`src/rtl/core/asfp_pkg.sv`:
```
// Shared types, constants and register map of the sample filter and presence unit.
package asfp_pkg;

    localparam int SAMPLE_BITS    = 12;
    localparam int WARMUP_SAMPLES = 10;
    localparam int TIME_BITS      = 16;

    localparam int CFG_BITS       = 16;
    localparam int APB_DATA_BITS  = 32;
    localparam int APB_ADDR_BITS  = 4;

    localparam int WARMUP_BITS    = (WARMUP_SAMPLES > 0) ? $clog2(WARMUP_SAMPLES + 1) : 1;
    localparam int TIME_SUM_BITS  = ((TIME_BITS > CFG_BITS) ? TIME_BITS : CFG_BITS) + 1;
    localparam int PROD_BITS      = CFG_BITS + 1 + SAMPLE_BITS + 2;

    localparam logic [TIME_BITS-1:0]   TIME_MAX   = {TIME_BITS{1'b1}};
    localparam logic [WARMUP_BITS-1:0] WARMUP_END = WARMUP_BITS'(WARMUP_SAMPLES);

    // register reset values
    localparam logic [CFG_BITS-1:0] ALPHA_RESET   = 16'd14564;
    localparam logic [CFG_BITS-1:0] PERIOD_RESET  = 16'd100;
    localparam logic [CFG_BITS-1:0] PRESENT_RESET = 16'd1000;
    localparam logic [CFG_BITS-1:0] MISSING_RESET = 16'd1000;

    // register indexes (byte address / 4)
    localparam logic [1:0] REG_ALPHA   = 2'd0;
    localparam logic [1:0] REG_PERIOD  = 2'd1;
    localparam logic [1:0] REG_PRESENT = 2'd2;
    localparam logic [1:0] REG_MISSING = 2'd3;

    typedef enum logic [1:0] {
        STATUS_UNKNOWN = 2'd0,
        STATUS_PRESENT = 2'd1,
        STATUS_MISSING = 2'd2
    } status_t;

    typedef struct packed {
        logic [CFG_BITS-1:0] alpha;
        logic [CFG_BITS-1:0] period;
        logic [CFG_BITS-1:0] present_deb;
        logic [CFG_BITS-1:0] missing_deb;
    } cfg_t;

    typedef struct packed {
        logic [SAMPLE_BITS-1:0] sample_value;
        logic                   sample_error;
    } in_beat_t;

    typedef struct packed {
        logic signed [SAMPLE_BITS:0] filtered_value;
        logic [1:0]                  input_status;
    } out_beat_t;

endpackage

```
`src/rtl/core/asfp_cfg.sv`:
```
// APB register file holding the filter coefficient, sample period and debounce times.
module asfp_cfg
    import asfp_pkg::*;
(
    input  logic                     clk,
    input  logic                     rst_n,
    input  logic                     psel,
    input  logic                     penable,
    input  logic                     pwrite,
    input  logic [APB_ADDR_BITS-1:0] paddr,
    input  logic [APB_DATA_BITS-1:0] pwdata,
    output logic [APB_DATA_BITS-1:0] prdata,
    output logic                     pready,
    output cfg_t                     cfg
);

    cfg_t       cfg_reg;
    logic [1:0] index;
    logic       wr_en;

    assign index  = paddr[3:2];
    assign wr_en  = psel && penable && pwrite;
    assign pready = 1'b1;
    assign cfg    = cfg_reg;

    // write on the access phase
    always_ff @(posedge clk or negedge rst_n)
    begin
        if (!rst_n)
        begin
            cfg_reg.alpha       <= ALPHA_RESET;
            cfg_reg.period      <= PERIOD_RESET;
            cfg_reg.present_deb <= PRESENT_RESET;
            cfg_reg.missing_deb <= MISSING_RESET;
        end
        else if (wr_en)
        begin
            case (index)
                REG_ALPHA:   cfg_reg.alpha       <= pwdata[CFG_BITS-1:0];
                REG_PERIOD:  cfg_reg.period      <= pwdata[CFG_BITS-1:0];
                REG_PRESENT: cfg_reg.present_deb <= pwdata[CFG_BITS-1:0];
                REG_MISSING: cfg_reg.missing_deb <= pwdata[CFG_BITS-1:0];
                default:     cfg_reg.alpha       <= cfg_reg.alpha;
            endcase
        end
    end

    // read back
    always_comb
    begin
        case (index)
            REG_ALPHA:   prdata = APB_DATA_BITS'(cfg_reg.alpha);
            REG_PERIOD:  prdata = APB_DATA_BITS'(cfg_reg.period);
            REG_PRESENT: prdata = APB_DATA_BITS'(cfg_reg.present_deb);
            REG_MISSING: prdata = APB_DATA_BITS'(cfg_reg.missing_deb);
            default:     prdata = '0;
        endcase
    end

endmodule

```
`src/rtl/core/asfp_core.sv`:
```
// Per-sample state update: elapsed-time counters, presence status and EMA filter.
module asfp_core
    import asfp_pkg::*;
(
    input  logic      clk,
    input  logic      rst_n,
    input  cfg_t      cfg,
    input  logic      step,
    input  in_beat_t  beat,
    output out_beat_t result
);

    logic [SAMPLE_BITS-1:0]  prev_reg, prev_next;
    logic [TIME_BITS-1:0]    fl_reg, fl_next;
    logic [TIME_BITS-1:0]    st_reg, st_next;
    status_t                 status_reg, status_next;
    logic signed [SAMPLE_BITS:0] filt_reg, filt_next;
    logic [WARMUP_BITS-1:0]  warm_reg, warm_next;

    logic [TIME_SUM_BITS-1:0]    fl_sum, st_sum;
    logic [TIME_BITS-1:0]        fl_adv, st_adv;
    logic signed [SAMPLE_BITS+1:0] diff;
    logic signed [CFG_BITS:0]    alpha_s;
    logic signed [PROD_BITS-1:0] prod;
    logic signed [PROD_BITS-1:0] prod_sh;
    logic signed [SAMPLE_BITS:0] ema;

    // advance both timers by one sample period, saturating
    assign fl_sum = TIME_SUM_BITS'(fl_reg) + TIME_SUM_BITS'(cfg.period);
    assign st_sum = TIME_SUM_BITS'(st_reg) + TIME_SUM_BITS'(cfg.period);
    assign fl_adv = (fl_sum > TIME_SUM_BITS'(TIME_MAX)) ? TIME_MAX : fl_sum[TIME_BITS-1:0];
    assign st_adv = (st_sum > TIME_SUM_BITS'(TIME_MAX)) ? TIME_MAX : st_sum[TIME_BITS-1:0];

    // EMA as f + floor(a * (x - f) / 2^16)
    assign diff    = $signed({2'b00, beat.sample_value}) - $signed({filt_reg[SAMPLE_BITS], filt_reg});
    assign alpha_s = $signed({1'b0, cfg.alpha});
    assign prod    = PROD_BITS'(alpha_s * diff);
    assign prod_sh = prod >>> CFG_BITS;
    assign ema     = filt_reg + prod_sh[SAMPLE_BITS:0];

    // next state
    always_comb
    begin
        prev_next   = prev_reg;
        fl_next     = fl_adv;
        st_next     = st_adv;
        status_next = status_reg;
        filt_next   = filt_reg;
        warm_next   = warm_reg;

        if (beat.sample_error)
        begin
            status_next = STATUS_UNKNOWN;
            filt_next   = '1;
        end
        else
        begin
            if (beat.sample_value != prev_reg)
            begin
                prev_next = beat.sample_value;
                st_next   = '0;
                if (status_reg != STATUS_PRESENT &&
                    TIME_SUM_BITS'(fl_adv) >= TIME_SUM_BITS'(cfg.present_deb))
                begin
                    status_next = STATUS_PRESENT;
                end
            end
            else
            begin
                fl_next = '0;
                if (status_reg != STATUS_MISSING &&
                    TIME_SUM_BITS'(st_adv) >= TIME_SUM_BITS'(cfg.missing_deb))
                begin
                    status_next = STATUS_MISSING;
                end
            end

            // pass raw during warm-up and after an error
            if (warm_reg < WARMUP_END)
            begin
                warm_next = warm_reg + 1'b1;
                filt_next = $signed({1'b0, beat.sample_value});
            end
            else if (filt_reg[SAMPLE_BITS])
            begin
                filt_next = $signed({1'b0, beat.sample_value});
            end
            else
            begin
                filt_next = ema;
            end
        end
    end

    // hold state between beats
    always_ff @(posedge clk or negedge rst_n)
    begin
        if (!rst_n)
        begin
            prev_reg   <= '0;
            fl_reg     <= '0;
            st_reg     <= '0;
            status_reg <= STATUS_UNKNOWN;
            filt_reg   <= '1;
            warm_reg   <= '0;
        end
        else if (step)
        begin
            prev_reg   <= prev_next;
            fl_reg     <= fl_next;
            st_reg     <= st_next;
            status_reg <= status_next;
            filt_reg   <= filt_next;
            warm_reg   <= warm_next;
        end
    end

    assign result.filtered_value = filt_next;
    assign result.input_status   = status_next;

endmodule

```
`src/rtl/core/adc_sample_filter_presence_unit.sv`:
```
// Top level of the ADC sample filter and presence unit.
//
// Usage:
//   sample channel (sample_valid/sample_ready/sample): one converter reading
//   per beat with its error flag. result channel (result_valid/result_ready/
//   result): one beat per sample, the filtered reading (-1 after an error)
//   and the input status (unknown, present, missing).
//   APB port: four 16-bit registers at byte addresses 0, 4, 8, 12 (filter
//   coefficient, sample period, present debounce, missing debounce); write
//   them only while no sample is in flight.
// Pipeline and throughput:
//   a sample lands in the input register, then its state update runs and
//   the result register loads once the result register is free. One sample
//   per cycle is sustained while result_ready stays high; the state update
//   (one 17x14 multiply and two saturating adds) closes the feedback loop.
// Reset:
//   rst_n clears the timers, warm-up count and status, sets the filter to -1
//   and restores the register defaults.
// Stalls:
//   with result_ready low the result holds, one more sample is taken into the
//   input register, then sample_ready drops until the result is taken.
module adc_sample_filter_presence_unit
    import asfp_pkg::*;
(
    input  logic                     clk,
    input  logic                     rst_n,
    input  logic                     sample_valid,
    output logic                     sample_ready,
    input  in_beat_t                 sample,
    output logic                     result_valid,
    input  logic                     result_ready,
    output out_beat_t                result,
    input  logic                     psel,
    input  logic                     penable,
    input  logic                     pwrite,
    input  logic [APB_ADDR_BITS-1:0] paddr,
    input  logic [APB_DATA_BITS-1:0] pwdata,
    output logic [APB_DATA_BITS-1:0] prdata,
    output logic                     pready
);

    cfg_t      cfg;
    in_beat_t  stage_reg;
    logic      stage_valid_reg;
    out_beat_t out_reg;
    logic      out_valid_reg;
    out_beat_t core_result;
    logic      advance;
    logic      step;

    asfp_cfg u_cfg (
        .clk     (clk),
        .rst_n   (rst_n),
        .psel    (psel),
        .penable (penable),
        .pwrite  (pwrite),
        .paddr   (paddr),
        .pwdata  (pwdata),
        .prdata  (prdata),
        .pready  (pready),
        .cfg     (cfg)
    );

    asfp_core u_core (
        .clk    (clk),
        .rst_n  (rst_n),
        .cfg    (cfg),
        .step   (step),
        .beat   (stage_reg),
        .result (core_result)
    );

    // output register frees when empty or drained
    assign advance      = !out_valid_reg || result_ready;
    assign step         = stage_valid_reg && advance;
    assign sample_ready = !stage_valid_reg || advance;

    // input register
    always_ff @(posedge clk or negedge rst_n)
    begin
        if (!rst_n)
        begin
            stage_valid_reg <= 1'b0;
        end
        else if (sample_ready)
        begin
            stage_valid_reg <= sample_valid;
        end
    end

    always_ff @(posedge clk)
    begin
        if (sample_ready && sample_valid)
        begin
            stage_reg <= sample;
        end
    end

    // result register
    always_ff @(posedge clk or negedge rst_n)
    begin
        if (!rst_n)
        begin
            out_valid_reg <= 1'b0;
        end
        else if (advance)
        begin
            out_valid_reg <= stage_valid_reg;
        end
    end

    always_ff @(posedge clk)
    begin
        if (step)
        begin
            out_reg <= core_result;
        end
    end

    assign result_valid = out_valid_reg;
    assign result       = out_reg;

    // a negative filter value only ever goes with unknown status
    assert property (@(posedge clk) disable iff (!rst_n)
        result_valid && result.filtered_value[SAMPLE_BITS] |->
            result.input_status == STATUS_UNKNOWN)
        else $error("negative filter value with known status");

    // negative filter value is exactly -1
    assert property (@(posedge clk) disable iff (!rst_n)
        result_valid && result.filtered_value[SAMPLE_BITS] |->
            result.filtered_value == '1)
        else $error("filter value below -1");

    // a staged sample held behind a stalled result stays staged
    assert property (@(posedge clk) disable iff (!rst_n)
        stage_valid_reg && result_valid && !result_ready |=> stage_valid_reg)
        else $error("staged sample lost during stall");

    // a processed sample always shows up at the result register
    assert property (@(posedge clk) disable iff (!rst_n)
        step |=> result_valid)
        else $error("processed sample produced no result");

endmodule
```
`config.mk`:
```
export PLATFORM = sky130hd
export DESIGN_NAME = adc_sample_filter_presence_unit
export DESIGN_NICKNAME = d
export VERILOG_FILES = /design/src/rtl/core/asfp_pkg.sv /design/src/rtl/core/asfp_cfg.sv /design/src/rtl/core/asfp_core.sv /design/src/rtl/core/adc_sample_filter_presence_unit.sv
export SDC_FILE = /design/constraint.sdc
export NUM_CORES = 1
export LEC_CHECK = 0
export ABC_AREA = 1
export CORE_ASPECT_RATIO = 0.75
export CORE_MARGIN = 2
export CORE_UTILIZATION = 35
export DETAILED_ROUTE_END_ITERATION = 16
export DONT_BUFFER_PORTS = 1
export PLACE_DENSITY_LB_ADDON = 0.12
export SLEW_MARGIN = 30
export SYNTH_ARGS = -nofsm -noshare
export SYNTH_HDL_FRONTEND = slang
export SYNTH_SLANG_ARGS = --single-unit
```
`constraint.sdc`:
```
create_clock -name clk -period 8.2 [get_ports clk]
set_clock_uncertainty 0.05 [all_clocks]
set_input_delay 1.23 -clock clk [delete_from_list [all_inputs] [get_ports clk]]
set_output_delay 1.23 -clock clk [all_outputs]
set_load 0.005 [all_outputs]
```
# After elaboration in Yosys (flattened, before gate mapping)
# Cells that the tools add are included.
dict set report op_classes {
  eq_ne 6
  n_mul 1
  add_sub_neg 5
  n_mux 14
  magnitude_cmp 5
  n_bitwise 1
  n_reduce_logical 17
}
# operator count
set op_table {}
lappend op_table {{$pmux W32 S4} 1}
lappend op_table {{$mux W16} 6}
lappend op_table {{$mux W13} 3}
lappend op_table {{$add A16 B16 Y17} 2}
lappend op_table {{$gt A17 B16 Y1 const B} 2}
lappend op_table {{$ge A16 B16 Y1} 2}
lappend op_table {{$mul A17 B14 Y29} 1}
lappend op_table {{$sub A13 B13 Y14} 1}
lappend op_table {{$add A13 B13 Y13} 1}
lappend op_table {{$ne A12 B12 Y1} 1}
lappend op_table {{$mux W2} 4}
lappend op_table {{$reduce_and A2 Y1} 4}
lappend op_table {{$logic_and A1 B1 Y1} 6}
lappend op_table {{$reduce_and A3 Y1} 2}
lappend op_table {{$add A4 B1 Y4 const B} 1}
lappend op_table {{$eq A2 B2 Y1 const B} 2}
lappend op_table {{$lt A4 B4 Y1 const B} 1}
lappend op_table {{$eq A2 B1 Y1 const B} 1}
lappend op_table {{$logic_not A1 Y1} 2}
lappend op_table {{$logic_not A2 Y1} 1}
lappend op_table {{$logic_or A1 B1 Y1} 2}
lappend op_table {{$ne A2 B1 Y1 const B} 1}
lappend op_table {{$ne A2 B2 Y1 const B} 1}
lappend op_table {{$not A1 Y1} 1}
dict set report totals {
  word_cells 65
  output_inout_bits 50
  register_bits 157
  inputBits 56
}

# Logic depth before layout (Yosys ltp)
# Gate-level depths: netlist (run 1).
dict set report logic_depth {
  word_depth 8
  mapped_depth 46
  mapped_depth_nobuf 46
}

# Cells and area by module
# A second synthesis (run 1) with hierarchy kept.
dict set report unflattened {
  cells_unflattened 2297
  hier_area_um2 18002.3
}
# module area_each_um2 seq_area_each_um2 instances cells_per_inst
set by_module_without_submodules {}
lappend by_module_without_submodules {asfp_core 13812.0 1592.8 1 1861}
lappend by_module_without_submodules {asfp_cfg 3254.4 1629.1 1 396}
lappend by_module_without_submodules {adc_sample_filter_presence_unit 935.9 890.9 1 40}

# Least setup slack after synthesis (run 1)
# OpenSTA, ideal clock, no wires.
dict set report synth_path {
  path_type {register -> register}
  from {reg u_core.filt_reg[3]}
  to {reg out_reg (netlist bit result[14]) (data pin)}
  setup_ns 0.264
  stages_incl_launch_ff 40
  synth_period_minus_slack_ns 7.862
  arrival_time_ns 7.549
  t_required_ns 7.886
  slack_ns 0.338
  n_path_buf 0
  cell_sequence {dfstp_2 -> inv_1 -> ha_1 -> a21oi_2 -> o21ai_2 -> nand2_2 -> nand3_2 -> nand2_2 -> a21oi_1 -> or2_1 -> or2_4 -> nand2_8 -> inv_6 -> nand2_2 -> fa_1 -> fa_1 -> inv_1 -> fa_1 -> [... 4 more ...] -> inv_1 -> ha_1 -> a21oi_1 -> o21bai_1 -> nor2_2 -> xnor2_1 -> ha_1 -> inv_1 -> fa_1 -> o21ai_2 -> inv_1 -> nor2_1 -> nand3b_1 -> nand2_1 -> nand3_1 -> nand3_1 -> nand3_1 -> nand2_1}
}
# item line
set synth_rtl {}
lappend synth_rtl {{from (decl)} asfp_core.sv:17} ;# logic signed [SAMPLE_BITS:0] filt_reg, filt_next;
lappend synth_rtl {{from (signal assigned)} asfp_core.sv:113} ;# filt_reg <= filt_next;
lappend synth_rtl {{to (signal assigned)} adc_sample_filter_presence_unit.sv:116} ;# out_reg <= core_result;
lappend synth_rtl {{to (decl)} adc_sample_filter_presence_unit.sv:45} ;# out_beat_t out_reg;

==> results.sh, run 1 <==
export IMPL_fin_util_pct=43.86
export IMPL_hold_violations=0
export IMPL_rows=71
export IMPL_yosysWarnings=0
export IMPL_cp_arrival_ps=8260
export IMPL_ff_latch_area_sq_um=4113
export IMPL_vias=14980
export IMPL_path_class="flip-flop to flip-flop"
export IMPL_finalSetupViolCount=0
export IMPL_dr_pass1_iters=5
export IMPL_antenna_left=0
export IMPL_io_pins=106
export IMPL_cts_htree_levels=4
export IMPL_grt_overflow_total=0
export IMPL_drt_initial_drc_count=897
export IMPL_critPathSlowestCell="fa_2"
export IMPL_antenna_found_initial=1
export IMPL_synth_cell_types=57
export IMPL_post_route_min_period_ps=8149
export IMPL_syn_instance_count=2228
export IMPL_synth_area_leaders="fa_1, dfrtp_1, ha_1, nand2_1, inv_1"
export IMPL_cpPeakStageDelay_ps=550
export IMPL_ys_flop_type="dfrtp_1"
export IMPL_wl_per_cell_um=17.87
export IMPL_chipHeight_um=198.2
export IMPL_start_util_pct=35.24
export IMPL_netlist_area_leader_share_pct=19.23
export IMPL_largest_reg_flops=64
export IMPL_fillers=5031
export IMPL_rsz0062_at_grt="true"
export IMPL_dp_cells=3048
export IMPL_n_antenna_cell=0
export IMPL_synth_top_area_cell="fa_1"
export IMPL_period_share_pct=99.38
export IMPL_worstMarginPinSlew_ps=854.2
export IMPL_num_nets_final=2846
export IMPL_worstPathMaxFanout=6
export IMPL_die_w_um=262.9
export IMPL_gp_congestion=0.8657
export IMPL_holdCritPathClass="flip-flop to flip-flop"
export IMPL_ys_ff_latch=157
export IMPL_core_sq_um=49930
export IMPL_ctsLongestPathBuffers=2
export IMPL_yosysSeqAreaShare_pct=23.38
export IMPL_synth_edf_count=28
export IMPL_clk_latency_ps=450
export IMPL_dieArea_sq_um=52090
export IMPL_yosysMostFrequentCell="nand2_1"
export IMPL_hold_slack_ps=405.1
export IMPL_drc_errors=0
export IMPL_clk_pin_slew_ps=80
export IMPL_drt_total_wl_um=55450
export IMPL_drive_gt1_share_pct=23.22
export IMPL_grt_use_total_pct=21.95
export IMPL_maxCapViolCount=0
export IMPL_cts_tree="yes"
export IMPL_multi_input_area_sq_um=12880
export IMPL_grt_max_degree=130
export IMPL_syn_area_sq_um=17590
export IMPL_drv_slew=0
export IMPL_slew_headroom_pct=42.92
export IMPL_io_buffers=0
export IMPL_avgSynthCellArea_sq_um=7.896
export IMPL_ys_top_cells_by_count="nand2_1, inv_1, ha_1, nor2_1, fa_1"
export IMPL_fin_cells=3103
export IMPL_status="complete, no violations"
export IMPL_place_hpwl_um=45520
export IMPL_via_per_inst=4.826
export IMPL_cts_sinks=157
export IMPL_grt_pass1_vias=15140
export IMPL_synthToLayoutAreaGrowth_pct=24.48
export IMPL_cp_common_cell="inv_2"
export IMPL_async_flop_share_pct=82.17
export IMPL_cts_buffers=17
export IMPL_fmax_mhz=122.7
export IMPL_grt_first_pass_wirelength_um=87640
export IMPL_required_ps=8310
export IMPL_end_kind="flip-flop"
export IMPL_ctsRootBufferMaster="clkbuf_16"
export IMPL_startpoint_type="flip-flop"
export IMPL_holdBufCountCts=0
-- cell families (layout without fill, tap and decap cells) --
logic type	count (synthesis)	in the layout	synth area share [%]
simple gates	844	844	19.45
buf+inv	482	685	10.80
fa+ha+maj	357	357	32.60
compound gates	334	334	11.11
flops	157	157	23.38
xor+xnor	50	50	2.489
other cells	2	17	0.04269
mux	2	2	0.1280
-- metrics by stage --
step / area [sq um] / TNS (ps) / setup WS [ps]
after global routing: 21900 / -4216 / -337.1
after floorplan: 17650 / 0 / 337.6
after CTS: 21190 / 0 / 2.713
after detailed placement: 19830 / -9190 / -667.1
after global placement: 19820 / -7924 / -592.3
final: 21900 / 0 / 51.18
-- area by class of cell --
cell class	count	area share (%)
repair buffers	244	8.965
well taps	657	3.754
clock buffers	17	1.943
clock inverters	15	0.5771
multi-input cells	1604	58.83
inverters	409	7.148
flip-flops and latches	157	18.78
-- worst max-delay path: cells and delay by family (launching register included) --
kind	cells	cell delay, ps
buffers and inverters	9	710
flip-flops	1	540
adder cells (fa/ha/maj)	9	3820
AO/OA/AOI/OAI	8	1120
AND/OR/NAND/NOR	13	1340
XOR/XNOR	1	240
-- routing by layer --
layer  up-vias  share of wire (%)  global-route usage [%]
li1       7391                  -                       -
met1      7253                 51                   32.84
met2       299                 43                   33.25
met3        30                5.0                   3.893
met4         2                1.0                   4.000
met5         -              0.029                       0
-- repair_timing --
| action | CTS | global route |
|---|---|---|
| buffers inserted | 14 | 11 |
| pin swaps | 104 | 124 |
| hold endpoints to repair | 0 | 0 |
| gates resized for setup | 136 | 158 |
| endpoints found under the setup margin | 22 | 22 |
-- final timing paths --
check                                    from            endpoint  slack (ps)  cells past startpoint
max                        u_core.filt_reg[6]          result[12]          50                     40
min                        u_core.warm_reg[3]  u_core.warm_reg[3]         410                      2
max reg2reg                u_core.filt_reg[6]          result[12]          50                     40
min reg2reg                u_core.warm_reg[3]  u_core.warm_reg[3]         410                      2
max in group asynchronous               rst_n       u_cfg.cfg[54]        7290                      0
min in group asynchronous               rst_n  u_core.prev_reg[3]         420                      0
-- cells in the final DEF, fill, tap and decap left out, types with 19 or more instances in the layout --
cell and count:
inv_1 368, nand3_1 48, o2111ai_1 19, inv_2 30, nor2_1 148, dfstp_2 35, nand2_2 40, ha_4 40
o21ai_0 120, nand2_1 510, xnor2_1 24, edfxtp_1 28, dfrtp_1 94, a21oi_1 77, ha_1 148, buf_4 223
fa_1 156, xor2_1 23
Power of run 1 is left out: the tool's default activity adds up to more than one toggle a clock period on the data nets, which glitch-free logic cannot reach.
==> run 2: changes to the inputs <==
--- a/config.mk
+++ b/config.mk
@@ -6,7 +6,6 @@
 export NUM_CORES = 1
 export LEC_CHECK = 0
 export ABC_AREA = 1
-export CORE_ASPECT_RATIO = 0.75
 export CORE_MARGIN = 2
 export CORE_UTILIZATION = 35
 export DETAILED_ROUTE_END_ITERATION = 16
==> results.sh, run 2 (synthesis gave the netlist of run 1 again) <==
export IMPL_fillers=5101
export IMPL_status="complete, but fails checks"
export IMPL_ctsRootBufferMaster="clkbuf_16"
export IMPL_fin_util_pct=43.76
export IMPL_io_pins=106
export IMPL_hp_start="u_core.warm_reg[3]"
export IMPL_antenna_found_initial=1
export IMPL_cts_tree="yes"
export IMPL_layout_setup_ws_ps=-50.60
export IMPL_routed_top_layer="met5"
export IMPL_cpLargestDelayFamily="adder cells"
export IMPL_drive_gt1_share_pct=23.48
export IMPL_chipHeight_um=228.2
export IMPL_cts_htree_levels=4
export IMPL_rows=82
export IMPL_ctsLongestPathBuffers=2
export IMPL_rsz0062_at_grt="true"
export IMPL_grt_pass1_vias=15360
export IMPL_grt_overflow_total=0
export IMPL_worstPathMaxFanout=5
export IMPL_largest_reg_flops=64
export IMPL_dr_pass1_iters=6
export IMPL_cp_num_buf_inv=7
export IMPL_vias=15180
export IMPL_dieArea_sq_um=52070
export IMPL_path_class="flip-flop to flip-flop"
export IMPL_place_hpwl_um=44600
export IMPL_period_share_pct=100.6
export IMPL_gp_congestion=0.9027
export IMPL_startpoint_type="flip-flop"
export IMPL_cp_common_cell="nand2_2"
export IMPL_die_w_um=228.2
export IMPL_cp_arrival_ps=8360
export IMPL_holdCritPathClass="flip-flop to flip-flop"
export IMPL_drc_errors=0
export IMPL_drt_met1_wl_um=25100
export IMPL_finalSetupViolCount=2
export IMPL_worstMarginPinSlew_ps=791.1
export IMPL_io_buffers=0
export IMPL_synthToLayoutAreaGrowth_pct=24.03
export IMPL_post_route_min_period_ps=8251
export IMPL_cts_sinks=157
export IMPL_wl_per_cell_um=17.83
export IMPL_fmax_mhz=121.2
export IMPL_num_nets_final=2845
export IMPL_hold_violations=0
export IMPL_via_per_inst=4.869
export IMPL_core_sq_um=49860
export IMPL_ff2ff_setup_slack_ps=-50
export IMPL_worst_hold_path_endpoint="u_core.warm_reg[3]"
export IMPL_antenna_left=0
export IMPL_cpPeakStageDelay_ps=560
export IMPL_grt_max_degree=130
export IMPL_end_kind="flip-flop"
export IMPL_drt_initial_drc_count=747
export IMPL_critPathSlowestCell="fa_2"
export IMPL_start_util_pct=35.28
export IMPL_drv_slew=0
export IMPL_required_ps=8310
export IMPL_n_antenna_cell=0
export IMPL_r2r_end="result[12]"
export IMPL_reg2reg_depth=39
export IMPL_clk_latency_ps=460
export IMPL_layout_commonest_cell="nand2_1"
export IMPL_cts_buffers=17
export IMPL_layout_common_cells="nand2_1, inv_1, buf_4, ha_1, fa_1"
export IMPL_wl_met2_um=26360
export IMPL_drt_total_wl_um=55570
export IMPL_wl_met3_um=2776
export IMPL_min_path_cells=2
export IMPL_grt_use_total_pct=21.73
export IMPL_reg2reg_from="u_core.filt_reg[3]"
export IMPL_maxCapViolCount=0
export IMPL_clk_pin_slew_ps=80
export IMPL_grt_first_pass_wirelength_um=87170
export IMPL_violations="negative setup slack"
export IMPL_slew_headroom_pct=47.20
==> run 2: metrics by stage <==
step           setup TNS [ps]  setup slack [ps]  hold slack (ps)  cells  instance area, sq um
6_report               -54.23            -50.60            398.2   3117                 21820
5_1_grt                 -4356            -354.2            381.7   3117                 21820
4_1_cts                -92.23            -41.50            388.6   3106                 21120
3_5_place_dp           -10030            -648.3            383.7   3060                 19780
3_3_place_gp            -9378            -619.3            381.8   3060                 19780
2_1_floorplan               0             337.6            368.6   2243                 17650
==> run 2: cell type report <==
| cell class | count | area, sq um | area share [%] |
|---|---|---|---|
| well taps | 672 | 840.8 | 3.853 |
| repair buffers | 242 | 1896 | 8.687 |
| clock buffers | 17 | 425.4 | 1.950 |
| repair inverters | 1 | 7.507 | 0.03441 |
| inverters | 409 | 1568 | 7.185 |
| clock inverters | 15 | 146.4 | 0.6709 |
| flip-flops and latches | 157 | 4113 | 18.85 |
| multi-input cells | 1604 | 12820 | 58.77 |
==> run 2: routing by layer <==
metal | up-vias | global-route usage (%)
met5 | - | 0
met4 | 2 | 6.577
met3 | 71 | 3.800
met2 | 311 | 35.67
met1 | 7399 | 29.26
li1 | 7393 | -
==> run 2: worst max path at each step <==
stage	start	to	slack (ps)	cells past startpoint
2_1_floorplan	u_core.filt_reg[3]	result[14]	340	39
3_3_place_gp	u_core.filt_reg[2]	result[14]	-620	43
3_5_place_dp	u_core.filt_reg[2]	result[14]	-650	43
4_1_cts	u_core.filt_reg[3]	result[12]	-40	40
5_1_grt	u_core.filt_reg[3]	result[14]	-350	43
6_report	u_core.filt_reg[3]	result[12]	-50	39
==> run 2: worst reg2reg max path, delay by kind of cell, from the launching register on <==
kind	cells	cell delay [ps]
fa+ha+maj	9	3800
simple gates	13	1410
xor+xnor	1	180
flops	1	540
buf+inv	7	730
compound gates	9	1230
==> run 2: what timing repair did <==
| item | CTS | global route |
|---|---|---|
| setup buffers | 14 | 11 |
| hold buffers | 0 | 0 |
| pin swaps | 105 | 95 |
| gates cloned | 1 | 0 |
| gates resized for setup | 140 | 148 |
| setup endpoints to repair | 22 | 22 |
Power of run 2 is left out for the same reason.
